--- src/design/mnq_ram.sv ---
// Generic single-write, single-read RAM with a registered read port.
// No dependencies; contents are not reset.

module mnq_ram #(
   parameter int  WIDTH = 16,
   parameter int  DEPTH = 256,
   localparam int AW    = $clog2(DEPTH)
) (
   input  logic             clock,
   input  logic             wr_en,
   input  logic [AW-1:0]    wr_addr,
   input  logic [WIDTH-1:0] wr_data,
   input  logic             rd_en,
   input  logic [AW-1:0]    rd_addr,
   output logic [WIDTH-1:0] rd_data
);

   logic [WIDTH-1:0] mem_ff [DEPTH];
   logic [WIDTH-1:0] rd_data_ff;

   always_ff @(posedge clock) begin
      if (wr_en) begin
         mem_ff[wr_addr] <= wr_data;
      end
      if (rd_en) begin
         rd_data_ff <= mem_ff[rd_addr];
      end
   end

   assign rd_data = rd_data_ff;

endmodule

--- config.mk ---
export PLATFORM = sky130hd
export DESIGN_NAME = mnq_ram
export DESIGN_NICKNAME = d
export VERILOG_FILES = /design/src/design/mnq_ram.sv
export SDC_FILE = /design/constraint.sdc
export NUM_CORES = 2
export LEC_CHECK = 0
export BUFFER_PORTS_ARGS = -buffer_cell sky130_fd_sc_hd__buf_4
export CAP_MARGIN = 40
export CORE_MARGIN = 2
export CORE_UTILIZATION = 50
export DETAILED_ROUTE_END_ITERATION = 8
export PLACE_DENSITY = 0.68
export SLEW_MARGIN = 20
export SYNTH_ARGS = -nofsm -noshare
export SYNTH_HDL_FRONTEND = slang
export SYNTH_SLANG_ARGS = --single-unit
--- constraint.sdc ---
create_clock -name clock -period 2.5 [get_ports clock]
set_input_delay 0.375 -clock clock [delete_from_list [all_inputs] [get_ports clock]]
set_output_delay 0.375 -clock clock [all_outputs]
set_load 0.02 [all_outputs]
==> results.yml <==
worst_setup_path:
  path_max_fanout: 1
  arrival_ns: 3.32
  r2r-start: "mem_ff[25][2]$_DFFE_PP_"
  cp_cell_sequence: "mux4_2 > mux4_2 > a22o_4 > o32ai_4 > buf_6 > nor4_4"
  crit_type: "reg2reg"
  cp_slowest_cell: "mux4_2"
  setup.worst_path.end_class: "register"
  required_ns: 3.19
  cp-start-kind: "register"
  critPathMaxStageDelay_ns: 0.54
  cp-startpoint: "mem_ff[25][2]$_DFFE_PP_"
  crit_top_cell: "mux4_2"
timing:
  hold_ws_ns: 0.211
  tightest_slew_ns: 0.920
  hold_violations: 0
  relSlewSlack: 0.386
  finClkSkew_ns: 0.0698
  worst_slack_ns: -0.124
  fin_crit_sh: 1.05
  fin_crit_ns: 2.62
  setup_violations: 8
  max_freq_mhz: 381
  slew_viol_final: 0
  rsz0062_at_grt: "true"
placed_design:
  port_buffers: 50
  gp_congestion: 0.916
  place_area_um2: 172000
  hpwl_um: 266000
synth:
  ys_seq_elements: 4112
  yosysTopAreaCellShare: 0.777
  ys_top_cells_by_area: "edfxtp_1 78%, mux4_2 11%, mux2i_1 3.6%"
  synthArstFlopShare: 0
  syn-mean-instance-area_um2: 21.6
  synth_ff_type: "edfxtp_1"
  syn_nets: 7395
  ys.warnings.count: 0
  synth.largest_area_cell: "edfxtp_1"
  syn_area_um2: 159000
  synth_edf_count: 4112
  syn_inst: 7360
  synthDistinctLibCells: 51
  yosysSeqAreaShare: 0.777
run:
  maxCapViolCount: 0
layout:
  nNetsFinal: 8401
  multi_input_area_um2: 33700
  regArea_um2: 123000
  fin_area_um2: 186000
  fillerInstances: 22000
  layout-drive-gt1-share: 0.306
  syn_to_final_growth_pct: 17.3
status:
  failed_checks: "negative setup slack"
  outcome: "finished, violations left"
hold_path:
  hold_start: "wr_addr[6]"
  hold_path_class: "in2reg"
power_and_ir_drop:
  intPower_mw: 113
  p_switching_mw: 31.3
  leakage_nw: 60.4
  power_frac_seq: 0.528
  clock_power_share: 0.414
  peakVddDrop_mv: 0.673
  powerDensity_nw_per_um2: 774
  netSwitchingFraction: 0.217
  power_frac_comb: 0.058
clock_network:
  cts_root_buf: "clkbuf_16"
  cts_tree: "built"
  clkLatencyLatePin_ns: 0.99
  numClockSinks: 4112
  h-tree-depth: 5
  clockBufferDepth: 4
  clk_pin_slew_ns: 0.06
  cts_inserted_buffers: 403
detailed_routing:
  drt-initial-drc-count: 12300
  dr.pass1.iters: 9
  viasPerCell: 6.41
  drc: 0
  drt.antenna.violating_nets: 0
  wire_per_inst_um: 33.1
  vias: 82400
  wirelength_um: 425000
floorplanning:
  die_area_um2: 322000
  dieHeight_um: 568
  rows: 206
  design.core.area_um2: 315000
  ios: 51
  start_util: 0.504
  die_w_um: 568
global_route:
  antenna_found_initial: 18
  grt_usage: 0.261
  grt_max_degree: 117
  first_global_vias: 81500
  grt_pass1_wl_um: 604000
  grt_overflow: 0
-- cells by family after synthesis --
logic type      after synthesis  share of synthesized area
mux                        1450                      0.155
simple gates                556                     0.0157
compound gates              786                     0.0353
buf+inv                     456                     0.0169
flops                      4112                      0.777
-- per-stage QoR --
step / TNS, ns / setup slack (ns) / instances / total power [mW] / util
finish: -0.393 / -0.124 / 12900 / 144 / 0.591
global route: -0.638 / -0.133 / 12900 / 148 / 0.591
CTS: -0.608 / -0.203 / 12800 / 145 / 0.589
detailed placement: -19.59 / -1.62 / 12100 / 85.5 / 0.545
global placement: -20.42 / -1.62 / 12100 / 85.3 / 0.545
floorplan: -32.31 / -0.0400 / 7360 / 81.3 / -
-- cell usage after synthesis, drive strengths merged, types with 5 or more instances --
cell type	instances
a22o	32
a21oi	175
o221ai	253
nand2	38
mux4	797
clkbuf	230
buf	222
nand3	35
nand4	26
nor2	304
mux2i	565
edfxtp	4112
nor2b	9
nor3	92
a31oi	6
nor4	18
o31ai	16
o32ai	21
o22ai	148
o21ai	38
mux2	88
a211oi	18
a221oi	28
or2	5
a22oi	43
a2111oi	6
and3	11
-- critical path, delay by kind of cell, from the launching register on --
family	cells	cell delay (ns)
compound gates	2	0.75
buf+inv	1	0.17
flops	1	0.37
mux	2	1.03
simple gates	1	0.03
-- layer usage --
| metal | routed length [um] | global-route usage | vias to the layer above |
|---|---|---|---|
| met5 | 66 | 0 | - |
| met4 | 16100 | 0.0909 | 10 |
| met3 | 46900 | 0.0572 | 709 |
| met2 | 200000 | 0.406 | 4880 |
| met1 | 162000 | 0.368 | 43500 |
| li1 | - | - | 33300 |
-- path summary, 6_finish.rpt --
| kind | end | slack (ns) | cells after the start |
|---|---|---|---|
| max reg2reg | rd_data[2]$_DFFE_PP_ | -0.12 | 6 |
| max | rd_data[2]$_DFFE_PP_ | -0.12 | 6 |
| min reg2reg | rd_data[6]$_DFFE_PP_ | 1.20 | 6 |
| min | mem_ff[193][14]$_DFFE_PP_ | 0.21 | 4 |
-- power by group through the flow --
stage	logic [mW]	registers [mW]	clock network, mW
2_1_floorplan	3.77	77.6	0
3_3_place_gp	7.76	77.6	0
3_5_place_dp	7.92	77.6	0
4_1_cts	8.17	76.1	60.4
5_1_grt	8.67	76.1	63.0
6_report	8.36	76.1	59.8
-- placed cells by master (no fill, tap or decap), types with 18 or more instances in the layout --
| cell | netlist | final |
|---|---|---|
| a211oi_1 | 18 | 18 |
| a21oi_1 | 175 | 174 |
| a22oi_1 | 43 | 27 |
| buf_12 | 5 | 193 |
| buf_4 | 26 | 772 |
| buf_6 | 77 | 31 |
| buf_8 | 11 | 19 |
| bufinv_16 | 0 | 37 |
| clkbuf_1 | 230 | 79 |
| clkbuf_16 | 0 | 410 |
| clkinv_1 | 0 | 88 |
| clkinv_2 | 0 | 73 |
| edfxtp_1 | 4112 | 4112 |
| mux2_2 | 88 | 78 |
| mux2i_1 | 565 | 565 |
| mux4_2 | 797 | 797 |
| nand2_1 | 38 | 24 |
| nand3_1 | 35 | 28 |
| nand4_1 | 26 | 26 |
| nor2_1 | 304 | 255 |
| nor2_2 | 0 | 49 |
| nor3_1 | 92 | 86 |
| o21ai_0 | 37 | 37 |
| o221ai_1 | 252 | 248 |
| o22ai_1 | 148 | 148 |
-- state kept, by name (all words and copies together), names as in the netlist --
register	flops
rd_data	16
mem_ff	4096
-- what timing repair did --
item                       in CTS  in global routing
setup endpoints to repair      16                 16
pin swaps                      26                 22
cloned                          1                  6
hold buffers                   17                  0
gates resized for setup       134                 59
hold endpoints to repair      697                  0
setup buffers                   0                  9
-- layout make-up --
type / count / share of cell area
well taps: 4160 / 0.0279
multi-input cells: 2792 / 0.181
repair buffers: 1053 / 0.0586
clock buffers: 483 / 0.0558
clock inverters: 249 / 0.0140
inverters: 4 / 0.000148
diodes: 8 / 0.000107
flip-flops and latches: 4112 / 0.662
Power figures use the tool's default switching activity.
